## config.mk

```make
export PLATFORM = sky130hd
export DESIGN_NAME = rational_add_normalize_compare_core
export DESIGN_NICKNAME = d
export VERILOG_FILES = /design/src/sv/ranc_pkg.sv /design/src/sv/ranc_front.sv /design/src/sv/ranc_gcdiv.sv /design/src/sv/ranc_back.sv /design/src/sv/rational_add_normalize_compare_core.sv
export SDC_FILE = /design/constraint.sdc
export NUM_CORES = 2
export LEC_CHECK = 0
export BUFFER_PORTS_ARGS = -buffer_cell sky130_fd_sc_hd__clkbuf_2
export CAP_MARGIN = 20
export CORE_MARGIN = 5
export CORE_UTILIZATION = 65
export DETAILED_ROUTE_END_ITERATION = 16
export PLACE_DENSITY = 0.82
export SYNTH_ARGS = -nofsm -noshare
export SYNTH_HDL_FRONTEND = slang
export SYNTH_HIERARCHICAL = 1
export SYNTH_SLANG_ARGS = --single-unit
```

## constraint.sdc

```tcl
create_clock -name clk -period 11.25 [get_ports clk]
set_clock_uncertainty 0.2 [all_clocks]
set_input_delay 1.125 -clock clk [delete_from_list [all_inputs] [get_ports clk]]
set_output_delay 1.125 -clock clk [all_outputs]
set_load 0.01 [all_outputs]
```

## src/sv/ranc_pkg.sv

```systemverilog
`default_nettype none
// ----------------------------------------------------------------------------
// ranc_pkg
// Shared types and constants of the rational add/normalize/compare core.
// ----------------------------------------------------------------------------
package ranc_pkg;

	localparam int SUM_NUM_W = 33;
	localparam int SUM_DEN_W = 31;

	typedef enum logic [2:0] {
		ST_IDLE,
		ST_NORM_A,
		ST_NORM_B,
		ST_CROSS,
		ST_NORM_S,
		ST_DONE
	} ranc_state_t;

	typedef enum logic [1:0] {
		GS_IDLE,
		GS_GCD,
		GS_DIVN,
		GS_DIVD
	} ranc_gstate_t;

endpackage : ranc_pkg
`default_nettype wire

```

## src/sv/ranc_front.sv

```systemverilog
`default_nettype none
// ----------------------------------------------------------------------------
// ranc_front
// Accepts input fractions, splits each field into sign and magnitude, flags
// a zero denominator and pushes the classified item into a two-entry queue.
// ----------------------------------------------------------------------------
module ranc_front #(
	parameter int W = 16
) (
	input  wire logic             clk,
	input  wire logic             arst_n,
	input  wire logic             in_valid,
	output logic                  in_ready,
	input  wire logic [4*W-1:0]   in_data,
	output logic                  q_valid,
	input  wire logic             q_ready,
	output logic [4*W+4:0]        q_data
);

	// entry: {bad, bd_neg, bd_mag, bn_neg, bn_mag, ad_neg, ad_mag, an_neg, an_mag}
	localparam int EW = 4 * (W + 1) + 1;

	logic [EW-1:0] mem_q [2];
	logic          wptr_q, rptr_q;
	logic [1:0]    cnt_q;
	logic [EW-1:0] entry;
	logic [W:0]    fld [4];
	logic          push, pop;

	always_comb begin
		for (int i = 0; i < 4; i++) begin
			if (in_data[i*W+W-1])
				fld[i] = {1'b1, ~in_data[i*W +: W] + W'(1)};
			else
				fld[i] = {1'b0, in_data[i*W +: W]};
		end
		entry = {(fld[1][W-1:0] == '0) || (fld[3][W-1:0] == '0),
			fld[3], fld[2], fld[1], fld[0]};
	end

	// most negative value: ~x+1 gives magnitude 2^(W-1), which still fits in
	// W unsigned bits, so the magnitude field never wraps to zero.

	assign in_ready = (cnt_q != 2'd2);
	assign q_valid  = (cnt_q != 2'd0);
	assign q_data   = mem_q[rptr_q];
	assign push     = in_valid && in_ready;
	assign pop      = q_valid && q_ready;

	always_ff @(posedge clk) begin
		if (push) mem_q[wptr_q] <= entry;
	end

	always_ff @(posedge clk or negedge arst_n) begin
		if (!arst_n) begin
			wptr_q <= 1'b0;
			rptr_q <= 1'b0;
			cnt_q  <= 2'd0;
		end else begin
			if (push) wptr_q <= ~wptr_q;
			if (pop)  rptr_q <= ~rptr_q;
			cnt_q <= cnt_q + 2'(push) - 2'(pop);
		end
	end

endmodule : ranc_front
`default_nettype wire

```

## src/sv/ranc_gcdiv.sv

```systemverilog
`default_nettype none
// ----------------------------------------------------------------------------
// ranc_gcdiv
// Shared reduction unit: binary gcd of two magnitudes, then two restoring
// divisions by the gcd, one quotient bit per cycle.
// ----------------------------------------------------------------------------
module ranc_gcdiv #(
	parameter int N = 34
) (
	input  wire logic         clk,
	input  wire logic         arst_n,
	input  wire logic         start,
	input  wire logic [N-1:0] x,
	input  wire logic [N-1:0] y,
	output logic              done,
	output logic [N-1:0]      xq,
	output logic [N-1:0]      yq
);

	localparam int CW = $clog2(N + 1);

	ranc_pkg::ranc_gstate_t st_q, st_d;
	logic [N-1:0]  u_q, v_q, x_q, y_q, g_q, quo_q, rem_q, xr_q;
	logic [CW-1:0] sh_q, bit_q;
	logic [N:0]    trial;
	logic          last_bit;

	assign trial    = {rem_q, quo_q[N-1]} - {1'b0, g_q};
	assign last_bit = (bit_q == CW'(0));

	always_comb begin
		st_d = st_q;
		case (st_q)
			ranc_pkg::GS_IDLE: if (start) st_d = ranc_pkg::GS_GCD;
			ranc_pkg::GS_GCD:  if (v_q == '0 || u_q == '0) st_d = ranc_pkg::GS_DIVN;
			ranc_pkg::GS_DIVN: if (last_bit) st_d = ranc_pkg::GS_DIVD;
			ranc_pkg::GS_DIVD: if (last_bit) st_d = ranc_pkg::GS_IDLE;
			default:           st_d = ranc_pkg::GS_IDLE;
		endcase
	end

	always_comb begin
		done = (st_q == ranc_pkg::GS_DIVD) && last_bit;
	end

	always_ff @(posedge clk or negedge arst_n) begin
		if (!arst_n) st_q <= ranc_pkg::GS_IDLE;
		else         st_q <= st_d;
	end

	always_ff @(posedge clk) begin
		case (st_q)
			ranc_pkg::GS_IDLE: begin
				u_q <= x; v_q <= y; x_q <= x; y_q <= y; sh_q <= '0;
			end
			ranc_pkg::GS_GCD: begin
				if (v_q == '0 || u_q == '0) begin
					// gcd(0,y)=y; load divider for numerator
					g_q   <= (u_q | v_q) << sh_q;
					quo_q <= x_q;
					rem_q <= '0;
					bit_q <= CW'(N - 1);
				end else if (!u_q[0] && !v_q[0]) begin
					u_q <= u_q >> 1; v_q <= v_q >> 1; sh_q <= sh_q + CW'(1);
				end else if (!u_q[0]) begin
					u_q <= u_q >> 1;
				end else if (!v_q[0]) begin
					v_q <= v_q >> 1;
				end else if (u_q >= v_q) begin
					u_q <= (u_q - v_q) >> 1;
				end else begin
					v_q <= (v_q - u_q) >> 1;
				end
			end
			ranc_pkg::GS_DIVN, ranc_pkg::GS_DIVD: begin
				if (last_bit && st_q == ranc_pkg::GS_DIVN) begin
					// keep the numerator quotient, load the denominator
					xr_q  <= {quo_q[N-2:0], ~trial[N]};
					quo_q <= y_q;
					rem_q <= '0;
					bit_q <= CW'(N - 1);
				end else begin
					if (!trial[N]) begin
						rem_q <= trial[N-1:0];
						quo_q <= {quo_q[N-2:0], 1'b1};
					end else begin
						rem_q <= {rem_q[N-2:0], quo_q[N-1]};
						quo_q <= {quo_q[N-2:0], 1'b0};
					end
					bit_q <= bit_q - CW'(1);
				end
			end
			default: ;
		endcase
	end

	assign xq = xr_q;
	assign yq = {quo_q[N-2:0], ~trial[N]};

endmodule : ranc_gcdiv
`default_nettype wire

```

## src/sv/ranc_back.sv

```systemverilog
`default_nettype none
// ----------------------------------------------------------------------------
// ranc_back
// Pops classified items, normalizes a and b, forms cross products, compares,
// adds, normalizes the sum in the shared reduction unit; flagged items skip.
// ----------------------------------------------------------------------------
module ranc_back #(
	parameter int W = 16
) (
	input  wire logic           clk,
	input  wire logic           arst_n,
	input  wire logic           q_valid,
	output logic                q_ready,
	input  wire logic [4*W+4:0] q_data,
	output logic                out_valid,
	input  wire logic           out_ready,
	output logic [ranc_pkg::SUM_NUM_W-1:0] sum_num,
	output logic [ranc_pkg::SUM_DEN_W-1:0] sum_den,
	output logic                is_equal,
	output logic                is_less,
	output logic                bad_den
);

	localparam int N = 2 * W + 2;

	ranc_pkg::ranc_state_t st_q, st_d;
	logic [4*W+4:0] it_q;
	logic [N-1:0]   gx, gy, rx, ry;
	logic           gstart, gdone;
	logic [W:0]     an_q, ad_q, bn_q, bd_q;
	logic           as_q, bs_q, sneg_q;
	logic [N-1:0]   sm_q, sd_q;
	logic           eq_q, lt_q;
	logic [2*W+1:0] t1, t2;
	logic           started_q;

	ranc_gcdiv #(.N(N)) u_gcd (
		.clk(clk), .arst_n(arst_n), .start(gstart), .x(gx), .y(gy),
		.done(gdone), .xq(rx), .yq(ry)
	);

	wire [W:0] f_an = it_q[0 +: W+1];
	wire [W:0] f_ad = it_q[W+1 +: W+1];
	wire [W:0] f_bn = it_q[2*(W+1) +: W+1];
	wire [W:0] f_bd = it_q[3*(W+1) +: W+1];
	wire       f_bad = it_q[4*W+4];

	always_comb begin
		st_d = st_q;
		case (st_q)
			ranc_pkg::ST_IDLE:   if (q_valid)
				st_d = q_data[4*W+4] ? ranc_pkg::ST_DONE : ranc_pkg::ST_NORM_A;
			ranc_pkg::ST_NORM_A: if (gdone) st_d = ranc_pkg::ST_NORM_B;
			ranc_pkg::ST_NORM_B: if (gdone) st_d = ranc_pkg::ST_CROSS;
			ranc_pkg::ST_CROSS:  st_d = ranc_pkg::ST_NORM_S;
			ranc_pkg::ST_NORM_S: if (gdone) st_d = ranc_pkg::ST_DONE;
			ranc_pkg::ST_DONE:   if (!out_valid || out_ready) st_d = ranc_pkg::ST_IDLE;
			default:             st_d = ranc_pkg::ST_IDLE;
		endcase
	end

	always_comb begin
		q_ready = (st_q == ranc_pkg::ST_IDLE);
		gstart  = !started_q && (st_q == ranc_pkg::ST_NORM_A || st_q == ranc_pkg::ST_NORM_B
			|| st_q == ranc_pkg::ST_NORM_S);
		case (st_q)
			ranc_pkg::ST_NORM_A: begin
				gx = N'(f_an[W-1:0]) | (N'(f_an[W] && f_an[W-1:0] == '0) << (W - 1));
				gy = N'(f_ad[W-1:0]) | (N'(f_ad[W] && f_ad[W-1:0] == '0) << (W - 1));
			end
			ranc_pkg::ST_NORM_B: begin
				gx = N'(f_bn[W-1:0]) | (N'(f_bn[W] && f_bn[W-1:0] == '0) << (W - 1));
				gy = N'(f_bd[W-1:0]) | (N'(f_bd[W] && f_bd[W-1:0] == '0) << (W - 1));
			end
			default: begin
				gx = sm_q;
				gy = sd_q;
			end
		endcase
		t1 = an_q * bd_q;
		t2 = bn_q * ad_q;
	end

	always_ff @(posedge clk or negedge arst_n) begin
		if (!arst_n) begin
			st_q      <= ranc_pkg::ST_IDLE;
			out_valid <= 1'b0;
			started_q <= 1'b0;
		end else begin
			st_q <= st_d;
			if (gdone || st_q == ranc_pkg::ST_IDLE) started_q <= 1'b0;
			else if (gstart) started_q <= 1'b1;
			if (st_q == ranc_pkg::ST_DONE && (!out_valid || out_ready)) out_valid <= 1'b1;
			else if (out_ready) out_valid <= 1'b0;
		end
	end

	always_ff @(posedge clk) begin
		if (st_q == ranc_pkg::ST_IDLE && q_valid) it_q <= q_data;
		if (st_q == ranc_pkg::ST_NORM_A && gdone) begin
			an_q <= rx[W:0]; ad_q <= ry[W:0];
			as_q <= (rx != '0) && (f_an[W] != f_ad[W]);
		end
		if (st_q == ranc_pkg::ST_NORM_B && gdone) begin
			bn_q <= rx[W:0]; bd_q <= ry[W:0];
			bs_q <= (rx != '0) && (f_bn[W] != f_bd[W]);
		end
		if (st_q == ranc_pkg::ST_CROSS) begin
			eq_q <= (as_q == bs_q) && (t1 == t2);
			lt_q <= (as_q != bs_q) ? as_q : (as_q ? (t1 > t2) : (t1 < t2));
			sd_q <= N'(ad_q) * N'(bd_q);
			if (as_q == bs_q) begin
				sm_q <= N'(t1) + N'(t2); sneg_q <= as_q;
			end else if (t1 >= t2) begin
				sm_q <= N'(t1 - t2); sneg_q <= as_q;
			end else begin
				sm_q <= N'(t2 - t1); sneg_q <= bs_q;
			end
		end
		if (st_q == ranc_pkg::ST_DONE && (!out_valid || out_ready)) begin
			bad_den  <= f_bad;
			is_equal <= !f_bad && eq_q;
			is_less  <= !f_bad && lt_q;
			sum_num  <= f_bad ? '0 : (sneg_q && sm_q != '0) ?
				ranc_pkg::SUM_NUM_W'(-sm_q) : ranc_pkg::SUM_NUM_W'(sm_q);
			sum_den  <= f_bad ? '0 : ranc_pkg::SUM_DEN_W'(sd_q);
		end
		if (st_q == ranc_pkg::ST_NORM_S && gdone) begin
			sm_q <= rx; sd_q <= ry;
		end
	end

endmodule : ranc_back
`default_nettype wire

```

## src/sv/rational_add_normalize_compare_core.sv

```systemverilog
`default_nettype none
// ----------------------------------------------------------------------------
// rational_add_normalize_compare_core
// Adds two signed fractions in lowest terms and compares them.
// ----------------------------------------------------------------------------
// One item at a time in the back end: each item runs three reductions
// (a, b and the sum) through one shared binary-gcd and bit-serial divider.
// Each reduction runs a start step, the gcd steps, a load step and two
// bit-serial divisions; an item also passes pop, cross and output steps.
// An item with a zero denominator goes from the pop straight to the output.
// A two-entry queue lets the input side take items while the back end works.
module rational_add_normalize_compare_core #(
	parameter int OPERAND_WIDTH = 16
) (
	input  wire logic clk,
	input  wire logic arst_n,
	input  wire logic s_tvalid,
	output logic      s_tready,
	// a_num, a_den, b_num, b_den
	input  wire logic [((4*OPERAND_WIDTH+7)/8)*8-1:0] s_tdata,
	output logic      m_tvalid,
	input  wire logic m_tready,
	// sum_num[32:0], sum_den[63:33], is_equal[64], is_less[65], bad_den[66], zero pad
	output logic [71:0] m_tdata
);

	localparam int W = OPERAND_WIDTH;

	logic           qv, qr;
	logic [4*W+4:0] qd;
	logic [ranc_pkg::SUM_NUM_W-1:0] sn;
	logic [ranc_pkg::SUM_DEN_W-1:0] sd;
	logic eq, lt, bd;

	ranc_front #(.W(W)) u_front (
		.clk(clk), .arst_n(arst_n), .in_valid(s_tvalid), .in_ready(s_tready),
		.in_data(s_tdata[4*W-1:0]), .q_valid(qv), .q_ready(qr), .q_data(qd)
	);

	ranc_back #(.W(W)) u_back (
		.clk(clk), .arst_n(arst_n), .q_valid(qv), .q_ready(qr), .q_data(qd),
		.out_valid(m_tvalid), .out_ready(m_tready), .sum_num(sn), .sum_den(sd),
		.is_equal(eq), .is_less(lt), .bad_den(bd)
	);

	assign m_tdata = {5'b0, bd, lt, eq, sd, sn};

	property p_bad_zero;
		@(posedge clk) disable iff (!arst_n) m_tvalid && m_tdata[66] |-> m_tdata[65:0] == '0;
	endproperty
	a_bad_zero: assert property (p_bad_zero) else $error("bad_den with nonzero result");

	property p_eq_lt;
		@(posedge clk) disable iff (!arst_n) m_tvalid |-> !(m_tdata[64] && m_tdata[65]);
	endproperty
	a_eq_lt: assert property (p_eq_lt) else $error("equal and less both set");

endmodule : rational_add_normalize_compare_core
`default_nettype wire
```

; Word level (Yosys, flattened, before mapping)
; Memories as Yosys holds them, arrays and structs flattened.
; Cells that the tools add are included.
[totals]
regBits = 572
latchBits = 0
mem_bits_rw = 138
mem_bits_ro = 0
input_bits = 68
out_inout_bits = 74
elab_cells = 223
memories = 1
[op_classes]
addsub = 15
n_mul = 3
div = 0
n_lt_le_gt_ge = 4
n_eq_ne = 29
shift = 1
mux = 61
bitwise_logic = 12
n_reduce_logical = 61
[memory_table]
columns = name, words, width, read_ports, rd_ports_with_merged_regs, wr, line
row1 = u_front.mem_q, 2, 69, 1, 0, 1, ranc_front.sv:23  ; logic [EW-1:0] mem_q [2];
[op_table]
columns = operator, count
row1 = $mux 34, 21
row2 = $pmux 34 s2, 6
row3 = $sub 34x34->34, 4
row4 = $mul 17x17->34, 3
row5 = $logic_not 16->1, 6
row6 = $ge 34x34->1, 2
row7 = $logic_not 34->1, 2
row8 = $mux 17, 4
row9 = $reduce_bool 34->1, 2
row10 = $add 16x1->16 const B, 4
row11 = $not 16->16, 4
row12 = $or 16x16->16, 4
row13 = $sub 35x34->35, 1
row14 = $add 34x34->34, 1
row15 = $eq 34x34->1, 1
row16 = $gt 34x34->1, 1
row17 = $lt 34x34->1, 1
row18 = $or 34x34->34, 1
row19 = $shl 34x6->34, 1
row20 = $mux 33, 1
row21 = $neg 33->33, 1
row22 = $mux 6, 4
row23 = $pmux 6 s2, 2
row24 = $logic_and 1x1->1, 20
row25 = other kinds (32), 89

; Longest topological paths before layout
[depth]
word_depth = 7
ltp_mapped = 39

; By module
; The synthesis kept the hierarchy.
[by_module_without_submodules]
columns = module, n_inst, cells_each, area_each_um2
row1 = ranc_back, 1, 4997, 45227.1
row2 = ranc_gcdiv, 1, 2051, 19919.1
row3 = ranc_front, 1, 469, 6700.2
row4 = rational_add_normalize_compare_core, 1, 9, 63.8

; Least setup slack after synthesis
; Ideal clock, no wire load.
[synth_timing]
path_kind = reg2reg
start = register u_back.bn_q[14]
end = register u_back.sm_q[23], data pin
setup_time_ns = 0.267
arrival_time_ns = 8.907
required_time_ns = 10.783
slack_ns = 1.876
stages_incl_launch_ff = 37
n_path_buf = 4
cell_sequence = edfxtp_1 clkbuf_1 clkbuf_1 nand2_1 fa_1 fa_1 fa_1 inv_1 fa_1 fa_1 inv_1 fa_1 inv_1 ha_1 a21o_1 a21o_1 a2111oi_0 nand3_1 o211ai_1 o31ai_1 o41ai_1 o21bai_1 a21oi_1 xnor2_1 ha_1 clkbuf_1 nor2_1 and3_1 nand4_1 or3_1 a21boi_0 a31oi_2 buf_2 mux2_2 mux2i_1 xnor2_1 o21ai_0
[synth_between]
elab_chain_cells = 6
word_cells_on_any_way = 9
cone_classes = add/sub (3) / mul (1) / order compare (1) / mux (4)
[synth_lines]
columns = item, line
row1 = "start, declared", ranc_back.sv:30  ; logic [W:0] an_q, ad_q, bn_q, bd_q;
row2 = "start signal, assigned", ranc_back.sv:105  ; bn_q <= rx[W:0]; bd_q <= ry[W:0];
row3 = $mul 17x17->34 (*), ranc_back.sv:81  ; t2 = bn_q * ad_q;
row4 = "$sub 34x34->34, or another cell as far along", ranc_back.sv:117  ; sm_q <= N'(t2 - t1); sneg_q <= bs_q;
row5 = $mux 34, ranc_back.sv:114  ; end else if (t1 >= t2) begin
row6 = $mux 34 (*), ranc_back.sv:112  ; if (as_q == bs_q) begin
row7 = $mux 34 (*), ranc_back.sv:108  ; if (st_q == ranc_pkg::ST_CROSS) begin
row8 = $mux 34 (*), ranc_back.sv:128  ; if (st_q == ranc_pkg::ST_NORM_S && gdone) begin
row9 = "end signal, assigned", ranc_back.sv:113  ; sm_q <= N'(t1) + N'(t2); sneg_q <= as_q;
row10 = "end signal, assigned", ranc_back.sv:115  ; sm_q <= N'(t1 - t2); sneg_q <= as_q;
row11 = "end signal, assigned", ranc_back.sv:129  ; sm_q <= rx; sd_q <= ry;
row12 = "end, declared", ranc_back.sv:32  ; logic [N-1:0] sm_q, sd_q;
; Every way passes the cells marked *; elsewhere a longest branch is shown, timed or not. The select of a mux whose other input is x is not followed.
; A chain may end at the register's enable or synchronous reset.

; Worst setup path after layout
[layout_timing]
start = register u_back.bd_q[9]
end = register u_back.sm_q[3], data pin
[layout_between]
elab_chain_cells = 6
[layout_lines]
columns = item, line
row1 = "start, declared", ranc_back.sv:30
row2 = "start signal, assigned", ranc_back.sv:105
row3 = $mul 17x17->34, ranc_back.sv:80  ; t1 = an_q * bd_q;
row4 = $ge 34x34->1, ranc_back.sv:114
row5 = $mux 34, ranc_back.sv:114
row6 = $mux 34, ranc_back.sv:112
row7 = $mux 34, ranc_back.sv:108
row8 = $mux 34, ranc_back.sv:128
; No other way between the ends. The select of a mux whose other input is x is not followed.

==> flow_summary.yaml <==
routing:
  ant_nets: 0
  wl_met2_mm: 100.0
  wl_met3_mm: 25.25
  drcViolationCount: 0
  highest_layer: "met5"
  initialDrtViolationCount: 6907
  viasPerCell: 6.328
  wl_per_cell_um: 24.82
  drtPass1Iterations: 6
  num_vias: 57000
  wirelength_mm: 223.5
  wirelength_met1_mm: 85.70
critical_path:
  crit_required_ns: 11.46
  startpoint_type: "flip-flop"
  crit_cells: 33
  crit_start: "u_back/bd_q[9]$_DFFE_PP_"
  slowest_delay_ns: 0.90
  worstPathBufferInverterCount: 7
  rr_worst_depth: 33
  r2r-start: "u_back/bd_q[9]$_DFFE_PP_"
  endpoint_kind: "flip-flop"
  slowest_stage: "edfxtp_1"
  crit_family: "adder cells"
  path_max_fanout: 20
  timing.rr.end: "u_back/sm_q[3]$_DFFE_PP_"
  worstPathArrival_ns: 10.99
  cp_common_cell: "fa_1"
  cp-endpoint: "u_back/sm_q[3]$_DFFE_PP_"
  critical_path_class: "flip-flop to flip-flop"
  reg2reg_slack_ns: 0.47
synth:
  synth_edf_count: 699
  synthesis.area_um2: 71910
  yosys.cell_types.count: 101
  synth.avg_cell_area_um2: 9.555
  ys_ff_latch: 710
  synthArstFlopShare_pct: 1.549
  ys_warn_count: 6
  syn_inst: 7526
  ys_seq_area_share_pct: 29.57
  synthFlopType: "edfxtp_1"
floorplan:
  die_h_um: 342.6
  die_x_um: 342.6
  ioPinCount: 142
  rows: 122
  start_util_pct: 65.25
  dieArea_um2: 117400
  core_area_um2: 110200
grt:
  grt_start_max_net_pins: 74
  grt_pass1_wl_mm: 339.8
  grt_use_total_pct: 37.87
  grt_pass1_vias: 56970
  grt_antenna_before_repair: 16
  grt-ovfl-total: 0
sta:
  finalMaxSlewViolations: 0
  period_share_pct: 95.84
  layout_min_cycle_time_ns: 10.78
  rsz0062_at_grt: "false"
  finalSetupViolCount: 0
  holdWs_ns: 0.2065
  tns_ns: 0
  relSlewSlack_pct: 29.49
  max_freq_mhz: 92.75
  finalHoldViolCount: 0
  tightestPinTransition_ns: 1.048
final_layout:
  final_layout_size_suffix_gt1_share_pct: 7.310
  layout.nets: 8767
  final_cell_area_um2: 76190
  final_cell_mix: "inv_1 (1112), nand2_1 (938), edfxtp_1 (699)"
  final_common_cell: "inv_1"
  synthToLayoutAreaGrowth_pct: 5.947
  instances_no_fill: 9007
  nFillCells: 8414
  regMostFlops: "u_front/mem_q"
  largestRegisters: "u_front/mem_q x138, u_back/it_q x69"
  largest_reg_flops: 138
clock_tree:
  cts_buffer_depth: 3
  root_buffer: "clkbuf_16"
  clock-sinks: 710
  cts_tree: "built"
  postCtsSetupBuffers: 0
  clk_pin_slew_ns: 0.06
  cts_made_buffers: 77
  clkLatencyLatePin_ns: 0.69
  htree_levels: 3
placed_design:
  dp_cells: 8854
  place_area_um2: 73560
  portBuffers: 136
  dp.final_hpwl_mm: 172.7
  place.gp.congestion: 1.052
pwr:
  ir_drop_uv: 224.8
  leakagePower_nw: 33.83
  p_per_area_nw_per_um2: 76.89
min_path:
  worstHoldPathType: "primary input to async pin"
job:
  max-cap-violations: 0
run_status:
  status: "finished clean"
## where the power goes
part	internal, mW	switching, mW
sequential	3.04	0.0333
clock	1.38	1.17
combinational	0.0794	0.149
total	4.50	1.36
## metal layers
| layer | GRT usage (%) | vias up |
|---|---|---|
| met5 | 0 | - |
| met4 | 18.13 | 4 |
| met3 | 8.704 | 651 |
| met2 | 58.36 | 3537 |
| met1 | 51.26 | 27850 |
| li1 | - | 24950 |
## worst min-delay path by stage
stage	cells after the start	end	startpoint	slack (ns)
after floorplan	0	u_back/u_gcd/xq[10]$_DFFE_PP_	u_back/u_gcd/quo_q[9]$_DFFE_PP_	0.25
after global placement	0	u_back/u_gcd/xq[31]$_DFFE_PP_	u_back/u_gcd/quo_q[30]$_DFFE_PP_	0.28
after detailed placement	0	u_back/u_gcd/xq[31]$_DFFE_PP_	u_back/u_gcd/quo_q[30]$_DFFE_PP_	0.28
after CTS	1	u_back/st_q[2]$_DFFE_PN0P_	arst_n	0.20
after global routing	1	u_front/wptr_q$_DFFE_PN0P_	arst_n	0.20
final	1	u_front/wptr_q$_DFFE_PN0P_	arst_n	0.21
## through the flow
stage	setup WS (ns)	power (mW)	utilization [%]
floorplan	1.876	3.265	-
global placement	0.7579	3.333	66.74
detailed placement	0.6244	3.350	66.75
CTS	0.5992	5.872	69.03
global route	0.02095	6.012	69.11
finish	0.4678	5.858	69.13
## synth_stat cells (all sizes together), types with 34 or more instances
cell | n | area share [%]
clkbuf | 296 | 1.5
nor2b | 89 | 0.77
nand4 | 35 | 0.30
xnor2 | 218 | 2.7
a21oi | 391 | 2.7
nor2 | 426 | 2.2
inv | 1114 | 5.8
xor2 | 80 | 0.97
and2 | 384 | 3.3
buf | 95 | 0.84
o211ai | 34 | 0.35
fa | 678 | 19
mux2 | 95 | 1.5
a211oi | 55 | 0.58
mux2i | 71 | 0.99
ha | 573 | 10
nand2b | 57 | 0.50
nand2 | 939 | 4.9
a31oi | 42 | 0.37
nor3 | 104 | 0.75
nor4 | 87 | 0.80
a22oi | 108 | 1.1
a21o | 73 | 0.76
o21bai | 58 | 0.61
nand3 | 79 | 0.56
o21ai | 201 | 1.4
o31ai | 63 | 0.69
edfxtp | 699 | 29
## kinds of logic (layout without fill, tap and decap cells)
| kind of cell | count (synthesis) | after routing | synth area share, % |
|---|---|---|---|
| multiplexers | 177 | 177 | 2.820 |
| XOR/XNOR | 298 | 298 | 3.630 |
| AO/OA/AOI/OAI | 1248 | 1248 | 11.43 |
| AND/OR/NAND/NOR | 2327 | 2327 | 15.45 |
| adder cells (fa/ha/maj) | 1251 | 1251 | 28.84 |
| other | 1 | 14 | 0.005215 |
| buffers and inverters | 1514 | 1494 | 8.242 |
| flip-flops | 710 | 710 | 29.57 |
## cell type report
cell class                      count  area (um^2)  area share (%)
Multi-Input combinational cell   5306        44870           58.90
Inverter                         1123         4215           5.533
Antenna cell                        9        22.52         0.02956
Sequential cell                   710        21270           27.91
Clock inverter                     52        540.5          0.7095
Timing Repair Buffer              230         1436           1.885
Clock buffer                       89         1972           2.588
Tap cell                         1488         1862           2.444
## worst register-to-register path: cells and delay by family (launching register included)
kind | cells | cell delay [ns]
compound gates | 6 | 1.52
xor+xnor | 1 | 0.60
fa+ha+maj | 8 | 3.84
buf+inv | 7 | 0.80
flops | 1 | 0.90
mux | 2 | 0.61
simple gates | 9 | 2.11
## what timing repair did
action / CTS / global route
gates resized for setup: 0 / 2
hold buffers: 0 / 0
endpoints found under the setup margin: 0 / 6
Power figures use the tool's default switching activity.
